`src/design/prompt_hash_bias_generator_macros.svh`:
```
// ----------------------------------------------------------------------------
// Assertion macros for the prompt hash bias generator
// Concurrent checks that compile away when SYNTH is defined.
// ----------------------------------------------------------------------------
`ifndef PROMPT_HASH_BIAS_GENERATOR_MACROS_SVH
`define PROMPT_HASH_BIAS_GENERATOR_MACROS_SVH

`ifndef SYNTH
// Property that must hold at every edge outside reset
`define PHBG_ASSERT(lbl, clk, rst, prop, msg) \
  lbl: assert property (@(posedge clk) disable iff (rst) (prop)) else $error(msg);
// Antecedent in one cycle implies consequent in the next
`define PHBG_ASSERT_NEXT(lbl, clk, rst, ante, cons, msg) \
  lbl: assert property (@(posedge clk) disable iff (rst) (ante) |=> (cons)) else $error(msg);
`else
`define PHBG_ASSERT(lbl, clk, rst, prop, msg)
`define PHBG_ASSERT_NEXT(lbl, clk, rst, ante, cons, msg)
`endif

`endif

```
`src/design/phbg_pkg.sv`:
```
// ----------------------------------------------------------------------------
// phbg_pkg
// Types, constants and hash helpers shared by the bias generator modules.
// ----------------------------------------------------------------------------
`default_nettype none

package phbg_pkg;

  // Hash and mixer constants
  localparam logic [63:0] FNV_BASIS  = 64'h1465_0FB0_739D_0383;
  localparam logic [63:0] XS_MULT    = 64'h2545_F491_4F6C_DD1D;
  localparam logic [23:0] UNIT_FULL  = 24'hFF_FFFF;
  localparam logic [22:0] UNIT_HALF  = 23'h7F_FFFF;
  localparam logic [23:0] Q_MAX      = 24'h7F_FFFF;
  localparam logic [23:0] Q_OVER     = 24'h80_0000;
  localparam logic [23:0] SCALE_RESET = 24'h01_0000;

  // Register map
  localparam int unsigned ADDR_W = 3;
  localparam logic [ADDR_W-3:0] REG_BIAS_SCALE = 1'b0;

  // Input selector codes
  localparam logic [1:0] FUNC_RESTART = 2'd0;
  localparam logic [1:0] FUNC_ABSORB  = 2'd1;
  localparam logic [1:0] FUNC_EMIT    = 2'd2;
  localparam logic [1:0] FUNC_NONE    = 2'd3;

  typedef struct packed {
    logic [1:0] func;
    logic [7:0] prompt_byte;
  } req_item_t;

  typedef struct packed {
    logic signed [23:0] bias_value;
    logic [23:0]        unit_raw;
  } res_item_t;

  // Queued command after classification
  typedef enum logic [1:0] {
    OP_RESTART,
    OP_ABSORB,
    OP_EMIT
  } op_t;

  typedef struct packed {
    op_t        op;
    logic [7:0] data;
  } cmd_t;

  // Back-end sequencer states
  typedef enum logic [3:0] {
    BK_IDLE,
    BK_MUL0,
    BK_MUL1,
    BK_MUL2,
    BK_MSUM,
    BK_CENTER,
    BK_SCALE,
    BK_ABS,
    BK_DIV,
    BK_DONE
  } back_state_t;

  // xorshift64 step with shifts 12, 25, 27
  function automatic logic [63:0] xorshift(input logic [63:0] s);
    logic [63:0] t;
    t = s ^ (s >> 12);
    t = t ^ (t << 25);
    t = t ^ (t >> 27);
    return t;
  endfunction

  // Multiply by the FNV prime 2^40 + 0x1B3 as a sparse shift-add
  function automatic logic [63:0] fnv_mul(input logic [63:0] x);
    return x + (x << 1) + (x << 4) + (x << 5) + (x << 7) + (x << 8) + (x << 40);
  endfunction

endpackage

`default_nettype wire

```
`src/design/phbg_front.sv`:
```
// ----------------------------------------------------------------------------
// phbg_front
// Accepts input items, drops unused selectors and queues the rest as commands.
// ----------------------------------------------------------------------------
`default_nettype none
`include "prompt_hash_bias_generator_macros.svh"

module phbg_front #(
  parameter int unsigned DEPTH = 2
) (
  input  wire                 clk,
  input  wire                 rst,
  input  wire                 req_valid,
  output logic                req_ready,
  input  phbg_pkg::req_item_t req_data,
  output logic                cmd_valid,
  input  wire                 cmd_ready,
  output phbg_pkg::cmd_t      cmd
);

  localparam int unsigned PTR_W = (DEPTH > 1) ? $clog2(DEPTH) : 1;
  localparam int unsigned CNT_W = $clog2(DEPTH + 1);

  phbg_pkg::cmd_t   entries [DEPTH];
  phbg_pkg::cmd_t   cmd_in;
  logic [PTR_W-1:0] wr_ptr;
  logic [PTR_W-1:0] rd_ptr;
  logic [CNT_W-1:0] count;
  logic             keep;
  logic             push;
  logic             pop;

  // Classify: the unused selector is accepted and dropped
  always_comb begin
    keep        = (req_data.func != phbg_pkg::FUNC_NONE);
    cmd_in.data = req_data.prompt_byte;
    unique case (req_data.func)
      phbg_pkg::FUNC_RESTART: cmd_in.op = phbg_pkg::OP_RESTART;
      phbg_pkg::FUNC_ABSORB:  cmd_in.op = phbg_pkg::OP_ABSORB;
      default:                cmd_in.op = phbg_pkg::OP_EMIT;
    endcase
  end

  assign req_ready = (count != CNT_W'(DEPTH));
  assign push      = req_valid && req_ready && keep;
  assign cmd_valid = (count != '0);
  assign pop       = cmd_valid && cmd_ready;
  assign cmd       = entries[rd_ptr];

  // Queue storage
  always_ff @(posedge clk) begin
    if (push) begin
      entries[wr_ptr] <= cmd_in;
    end
  end

  // Pointers and fill count
  always_ff @(posedge clk) begin
    if (rst) begin
      wr_ptr <= '0;
      rd_ptr <= '0;
      count  <= '0;
    end else begin
      if (push) begin
        wr_ptr <= (wr_ptr == PTR_W'(DEPTH - 1)) ? '0 : wr_ptr + 1'b1;
      end
      if (pop) begin
        rd_ptr <= (rd_ptr == PTR_W'(DEPTH - 1)) ? '0 : rd_ptr + 1'b1;
      end
      if (push && !pop) begin
        count <= count + 1'b1;
      end else if (pop && !push) begin
        count <= count - 1'b1;
      end
    end
  end

  `PHBG_ASSERT(a_count_bound, clk, rst, count <= CNT_W'(DEPTH), "queue count over depth")
  `PHBG_ASSERT_NEXT(a_drop_unused, clk, rst, req_valid && req_ready && !keep && !pop, $stable(count), "dropped item changed queue")

endmodule

`default_nettype wire

```
`config.mk`:
```
export PLATFORM = sky130hd
export DESIGN_NAME = phbg_front
export DESIGN_NICKNAME = d
export VERILOG_FILES = /design/src/design/phbg_pkg.sv /design/src/design/phbg_front.sv
export VERILOG_INCLUDE_DIRS = /design/src /design/src/design
export SDC_FILE = /design/constraint.sdc
export NUM_CORES = 1
export LEC_CHECK = 0
export BUFFER_PORTS_ARGS = -buffer_cell sky130_fd_sc_hd__buf_2
export CORE_ASPECT_RATIO = 1.1
export CORE_MARGIN = 2
export CORE_UTILIZATION = 49
export CTS_BUF_LIST = sky130_fd_sc_hd__clkbuf_16
export DETAILED_ROUTE_END_ITERATION = 8
export PLACE_DENSITY = 0.8
export SLEW_MARGIN = 20
export SYNTH_ARGS = -nofsm -noshare
export SYNTH_HDL_FRONTEND = slang
export SYNTH_SLANG_ARGS = --single-unit
```
`constraint.sdc`:
```
create_clock -name clk -period 2.2 [get_ports clk]
set_input_delay 0.33 -clock clk [delete_from_list [all_inputs] [get_ports clk]]
set_output_delay 0.33 -clock clk [all_outputs]
set_load 0.01 [all_outputs]
```
==> summary.md, run 1 <==
The area taken by multi-input logic gates came out at 262.8 um^2. When the netlist entered floorplanning its net count stood at 73. The number of buffers created by CTS was 3. Across the whole layout, storage elements account for 700.7 um^2. The run gives 1.38 ns as the arrival time of data at the critical path endpoint.

Synthesis inferred 25 register bits. The run gives 1.501 mm as the sum of routed wire length over all layers. The average routed wire per standard cell is 13.28 um. The worst setup path is captured at an output pin.

The final route contains 535 vias. Buffers added to address setup during post-CTS repair amount to 0. The post-detailed-route count of antenna-violating nets was 0. In this run the cell area of the synthesized design comes to 972.2 um^2. Traced cell by cell, the critical path runs through mux2_2 > buf_2.

The longest clock path from root to sink contains 2 buffers. Ranked by total cell area, the synthesized netlist is headed by edfxtp_1 62%, mux2_2 12%, dfxtp_1 10%. After clock tree synthesis, the clock-pin slew on the worst setup and hold paths is 0.06 ns. The flow ran to the end, and the final reports show no timing, DRC or antenna violations. For this run, the register share of the synthesized area comes to 72.07%. The initial utilization of the core area, before any placement, comes to 53.37%.

The number of hold-slack violations in the final timing report was 0; the number of diodes added for antenna fixing was 0. The layout has 135 filler cells. Clock tree synthesis selected as its root buffer the cell clkbuf_16.

The net count of the finished layout is 102. After synthesis, the mean cell area works out to 16.76 um^2. After floorplanning, the core was sized to cover 1822 um^2.

Post-CTS repair changed the size of 0 cells. The class of the most critical hold timing path was in -> reg. 26 I/O pins were placed.

In this run the power density over the cells is 1177 nW/um^2. The logs give 16 for the placement row count and 1.068 mm for the post-detailed-placement half-perimeter wirelength. The logs give 0 for the quantity of hold-fixing buffers added after cts and 2.290 mm for the first-pass GRT wire length.

The routability congestion estimate was 0.6446. The max-capacitance violation count is 0, and the sum of negative setup slack is 0 ns. The critical path required time was 1.87 ns. The tools report the synthesis warning total as 0. The measured slew at the worst slew-check pin was 0.4941 ns; the setup violation total in the final timing report was 0.

The total number of H-tree levels is 1. For this run, the slowest stage of the critical path takes 0.58 ns. From left edge to right edge, the die measures 46.47 um.

The area share of the largest cell type after synthesis was 61.78%. After detailed routing, the number of vias per cell comes to 4.735. For this design the static power due to leakage is 0.4722 nW. Setup repair after global routing left no endpoint under its margin. The critical path launch point type is a flop. For this run, the total global-route usage over all layers was measured as 14.76%. Counting every instance in the synthesized netlist gives 58.

Of all nets on the critical path, the largest fanout is 10. The later-pin clock latency in the skew report is 0.25 ns, and the area growth from synthesis to layout is 24.71%. The pre-antenna-repair detailed-routing pass consisted of 3 iterations.

The fmax came out at 0.5848 GHz. Headroom to the max-slew limit came out at 67.06%. The quantity of I/O buffers inserted on ports came out at 25. After the first detailed-routing iteration, the DRC count stood at 8. The tools report the total count of max-transition violations in the final report as 0.

Clock skew after layout: 0.001263 ns. Of all cell types, the one taking the most synthesized area is edfxtp_1. TritonCTS built the clock tree. The critical path class was reg -> out. The worst path uses 77.73% of the clock period. The die is 50.72 um tall. The final core utilization was 66.55%. Entering global routing, the biggest net connects 16 pins. The slowest stage of the critical path belongs to the cell dfxtp_1.

The area of the die is 2357 um^2, and the count of different cell masters after synthesis is 18. Via count of the first global-routing pass: 532. Of the cells placed in the final design, the portion with a size suffix greater than 1 is 51.16%. The total DRC errors in the routed layout is 0, and the clock period minus worst slack is 1.710 ns. The initial antenna violation count came out at 0. VDD sags by at most 0.7670 mV. Clock tree synthesis found a total of 25 sinks. For the total congestion overflow after global routing, the log shows 0.
## cell usage in the layout, fill, tap and decap left out
master	instances
and3_4	1
clkbuf_16	3
o21ai_0	2
buf_2	25
or2_2	1
edfxtp_1	20
nand2_1	1
and2_1	1
a21oi_1	1
nor2_1	4
mux2_2	10
dfxtp_1	5
ha_1	1
clkinvlp_4	1
nor2b_1	3
xor2_1	3
buf_4	1
or3_1	1
nand2b_4	1
mux2_4	1
## layer usage
| layer | GRT usage (%) | up-vias | part of all wire (%) |
|---|---|---|---|
| li1 | - | 270 | - |
| met1 | 16.43 | 243 | 41 |
| met2 | 24.77 | 18 | 52 |
| met3 | 3.237 | 4 | 5.1 |
| met4 | 8.571 | 0 | 1.8 |
| met5 | 0 | - | 0 |
## metrics by stage
| step | instance area [um^2] | std cells | total power, mW | hold slack [ns] | setup slack (ns) |
|---|---|---|---|---|---|
| detailed placement | 1130 | 109 | 1.039 | 0.4851 | 0.5880 |
| global route | 1212 | 113 | 1.495 | 0.2595 | 0.4118 |
| finish | 1212 | 113 | 1.427 | 0.2625 | 0.4899 |
| floorplan | 972.2 | 58 | 0.9089 | 0.3991 | 0.5737 |
| global placement | 1130 | 109 | 1.022 | 0.4868 | 0.6220 |
| CTS | 1212 | 113 | 1.439 | 0.2595 | 0.4548 |
## cells in the mapped netlist
library cell and instances:
edfxtp_1 20, mux2_2 10, dfxtp_1 5, nor2_1 4, nor2b_1 3, xor2_1 3
o21ai_0 2, a21oi_1 1, and2_1 1, and3_4 1, buf_2 1, clkbuf_1 1
ha_1 1, mux2_4 1, nand2_1 1, nand2b_4 1, or2_2 1, or3_1 1
## cell type report
cell class,count,share of cell area (%)
Multi-Input combinational cell,31,21.67
Sequential cell,25,57.79
Clock inverter,1,0.6192
Clock buffer,3,6.192
Timing Repair Buffer,26,10.94
Tap cell,27,2.786
## critical path: cells and delay by family (launching register included)
kind	cells	cell delay (ns)
buffers and inverters	1	0.15
multiplexers	1	0.39
flip-flops	1	0.58
## cells by family (layout without fill, tap and decap cells)
group,after synthesis,count (layout),synth area share [%]
adders and majority gates,1,1,1.287
xor gates and xnor gates,3,3,2.703
and+or+nand+nor,13,13,8.366
buffers and inverters,2,30,0.9000
DFF,25,25,72.07
muxes,11,11,13.13
AOI/OAI and AO/OA,3,3,1.544
## path summary, 6_finish.rpt
kind / slack (ns) / cells past startpoint / end / start
setup / recovery: 0.49 / 2 / cmd[1] / flop
hold / removal: 0.26 / 1 / entries[1][1] / req_data[1]
setup reg to reg: 0.59 / 5 / count[1] / count[0]
hold reg to reg: 0.50 / 2 / flop / rd_ptr
## state kept, by name, summed over array words and instances, names as in the netlist, named ones only
register / cells
rd_ptr: 1
entries: 20
wr_ptr: 1
count: 2
## where the power goes
part	internal (mW)	switching, mW
sequential	0.595	0.0625
clock	0.246	0.154
combinational	0.199	0.170
No activity file was read; power rests on OpenSTA's default activity.
==> inputs of run 2 (changes only) <==
clock period = 1.7 ns   (was 2.2 ns; I/O delays follow)
==> summary.md, run 2 (synthesis gave the netlist of run 1 again) <==
The flow ran to the end, and the final reports show no timing, DRC or antenna violations. The reg2reg setup slack came out at 0.12 ns (-0.47 ns). For the setup violation total in the final timing report, the log shows 0 (unchanged). The leakage dissipation is 0.4773 nW (+1.1%). The tools report the critical path required time as 1.89 ns (+0.02 ns). The run gives 1.452 mm (-3.3%) as the sum of routed wire length over all layers. The run gives 1137 um^2 (+0.66%) as the total cell area at the placement stage. The number of buffers created by CTS is 3 (unchanged), and the total congestion overflow after global routing is 0 (unchanged). The power spent charging and discharging nets is 0.4893 mW (+27%). The number of sinks handled by clock tree synthesis was 25 (unchanged); the clock network power share was 27.5% (-0.5 points). The total iterations of the first detailed-routing run was 3 (unchanged).

The critical path goes through nand2b_4 > and3_4 > ha_1 > or3_1 > a21oi_1. Dividing the final minimum period by the clock period gives 92.78%. Relative to the synthesized area, the layout overhead comes to 25.74%.

The via count of the routed design came out at 568 (+6.2%). The maximum fanout along the worst path is 5 (-5), and the post-detailed-placement half-perimeter wirelength is 1.009 mm (-5.5%). The net count of the finished layout is 103 (+0.98%). Clock period minus worst slack: 1.577 ns.

The total count of max-transition violations in the final report came out at 0 (unchanged). The measured slew at the worst slew-check pin is 0.4966 ns (+0.002524 ns), and the placed cell count is 110 (+0.92%). The fraction of power spent switching nets was 26.46% (-0.59 points); the number of hold-slack violations in the final timing report was 0 (unchanged). The worst setup path is captured at a flop. The library cells used most frequently in the layout, excluding fill and tap cells, are 25 x buf_2, 20 x edfxtp_1, 10 x mux2_2, 4 x nor2_1. The average routed wire per standard cell is 12.74 um (-4.1%). In this design, the largest share of critical-path delay is due to simple AND/OR/NAND/NOR gates.

The fraction of final layout cells sized beyond drive strength 1 came out at 54.02% (+2.9 points). The endpoint identified for the worst register-to-register timing path is count[1]. The area of the die came out at 2357 um^2 (unchanged). The first-iteration detailed-routing DRC count was 8 (unchanged).

The run gives 1.849 mW (+30%) as the overall power of the completed layout. In this run the most critical hold path is launched from req_data[7]. The buffers inserted during post-CTS setup optimization was 0 (unchanged); the worst setup timing slack at the placement stage was 0.09699 ns (-0.4910 ns). The initial antenna violation count was 0 (unchanged). TritonCTS built the clock tree.

The number of diodes added for antenna fixing was 0 (unchanged); the total number of H-tree levels was 1 (unchanged). The total power divided by cell area came out at 1513 nW/um^2 (+29%). The cell depth of the worst min-delay path is 1 (unchanged).

The logs give 0.005128 ns (+0.003865 ns) for the clock skew after layout and 53.37% (unchanged) for the starting density of the core. On the critical path, the stage with the largest delay is an instance of dfxtp_1. The die width came out at 46.47 um (unchanged). The tools report the later-pin clock latency in the skew report as 0.25 ns (about the same).

In the final layout, the registers with the most flip-flops are entries (20), count (2). The maximum clock insertion buffer count was 2 (unchanged); the max-capacitance violation count was 0 (unchanged). The longest individual stage delay on the worst path was 0.42 ns (-0.16 ns); the die extent in y was 50.72 um (unchanged). The pin count of the biggest net entering global routing came out at 16 (unchanged). The run gives 15.45% (+0.70 points) as the total global routing track utilization. The tools report the post-route non-filler standard cell count as 114 (+0.88%).

The routability congestion estimate came out at 0.6387 (-0.92%). The run gives 0 (unchanged) as the total DRC errors in the routed layout. The cell sitting at the root of the clock tree is a clkbuf_16.

Leaving out fill and tap cells, the most frequent cell in the layout is buf_2. Setup repair after global routing left no endpoint under its margin. Final setup slack of the worst path: 0.1227 ns (-0.3672 ns).

For the fraction of power consumed by combinational cells, the log shows 26.2% (+0.3 points). For the I/O pin total, the log shows 26 (unchanged). Number of flip-flops in the largest register: 20 (unchanged). The tightest min-delay check is of the in -> reg type.

The count of buffer and inverter cells on the critical path was 0 (-1). The logs give 0 ns (unchanged) for the sum of negative setup slack and 16 (unchanged) for the placement row count. The via-per-instance ratio was 4.982 (+5.2%); the clock-pin slew reported for the worst setup and hold paths after clock tree synthesis was 0.06 ns (about the same). The worst setup path is of the reg -> reg kind.

The tools report the total core area as 1822 um^2 (unchanged). Total internal power: 1.360 mW (+31%). Relative slew slack: 66.89% (-0.17 points). The logs give 46.3% (+0.2 points) for the power share of the sequential group and 1222 um^2 (+0.83%) for the final non-filler cell area. The register with the most flip-flops was entries. The worst vdd rail ir drop came out at 0.9443 mV (+23%). The path with the worst hold slack has its endpoint at entries[0][7].

The worst setup path is launched from a flop. Timing would allow up to 0.6340 GHz. The first-pass GRT wire length was 2.415 mm (+5.5%). The number of cell instances on the worst register-to-register path is 5 (unchanged), and the arrival time of data at the critical path endpoint is 1.77 ns (+0.39 ns).

Quantity of I/O buffers inserted on ports: 25 (unchanged). Via count of the first global-routing pass: 562 (+5.6%). The tools report the reg-to-reg critical path startpoint as count[1].

Post-detailed-route count of antenna-violating nets: 0 (unchanged).
==> run 2: changes by cell type in the layout (fill, tap and decap cells not counted), sizes merged <==
cell  delta
buf      +1
==> run 2: worst max path at each step <==
stage | start | endpoint | slack, ns | cells after the start
final | count[1] | count[1] | 0.12 | 5
after global routing | count[1] | count[1] | 0.03 | 5
after CTS | flop | cmd[2] | 0.06 | 2
after detailed placement | count[0] | count[1] | 0.1 | 5
after global placement | count[0] | count[1] | 0.18 | 5
after floorplan | count[0] | entries[0][0] | 0.07 | 3
==> run 2: layout make-up <==
type | instances | area (um^2)
clock buffers | 3 | 75.07
flip-flops and latches | 25 | 703.2
clock inverters | 1 | 7.507
multi-input cells | 31 | 262.8
fillers | 142 | 599.3
repair buffers | 27 | 140.1
well taps | 27 | 33.78
==> run 2: timing repair <==
| action | 4_1_cts | 5_1_grt |
|---|---|---|
| gates resized for setup | 0 | 2 |
| endpoints found under the hold margin | 0 | 0 |
| hold buffers | 0 | 0 |
| setup endpoints to repair | 0 | 4 |
==> run 2: routing by layer <==
layer	vias to the layer above	share of wire (%)	GRT usage [%]	wire, um
li1	270	-	-	-
met1	280	39	15.59	564
met2	16	53	25.93	770
met3	2	6.7	5.036	98
met4	0	1.3	10.00	19
met5	-	0	0	0
==> run 2: through the flow <==
| step | utilization, % | hold slack, ns |
|---|---|---|
| after floorplan | - | 0.3241 |
| after global placement | 62.43 | 0.4444 |
| after detailed placement | 62.43 | 0.4472 |
| after CTS | 66.96 | 0.1805 |
| after global routing | 67.10 | 0.1736 |
| final | 67.10 | 0.1862 |
==> run 2: power by group through the flow <==
stage / Combinational (mW) / Clock, mW / Sequential (mW)
after floorplan: 0.356 / 0 / 0.820
after global placement: 0.472 / 0 / 0.857
after detailed placement: 0.485 / 0 / 0.867
after CTS: 0.492 / 0.523 / 0.855
after global routing: 0.536 / 0.548 / 0.874
final: 0.485 / 0.509 / 0.855
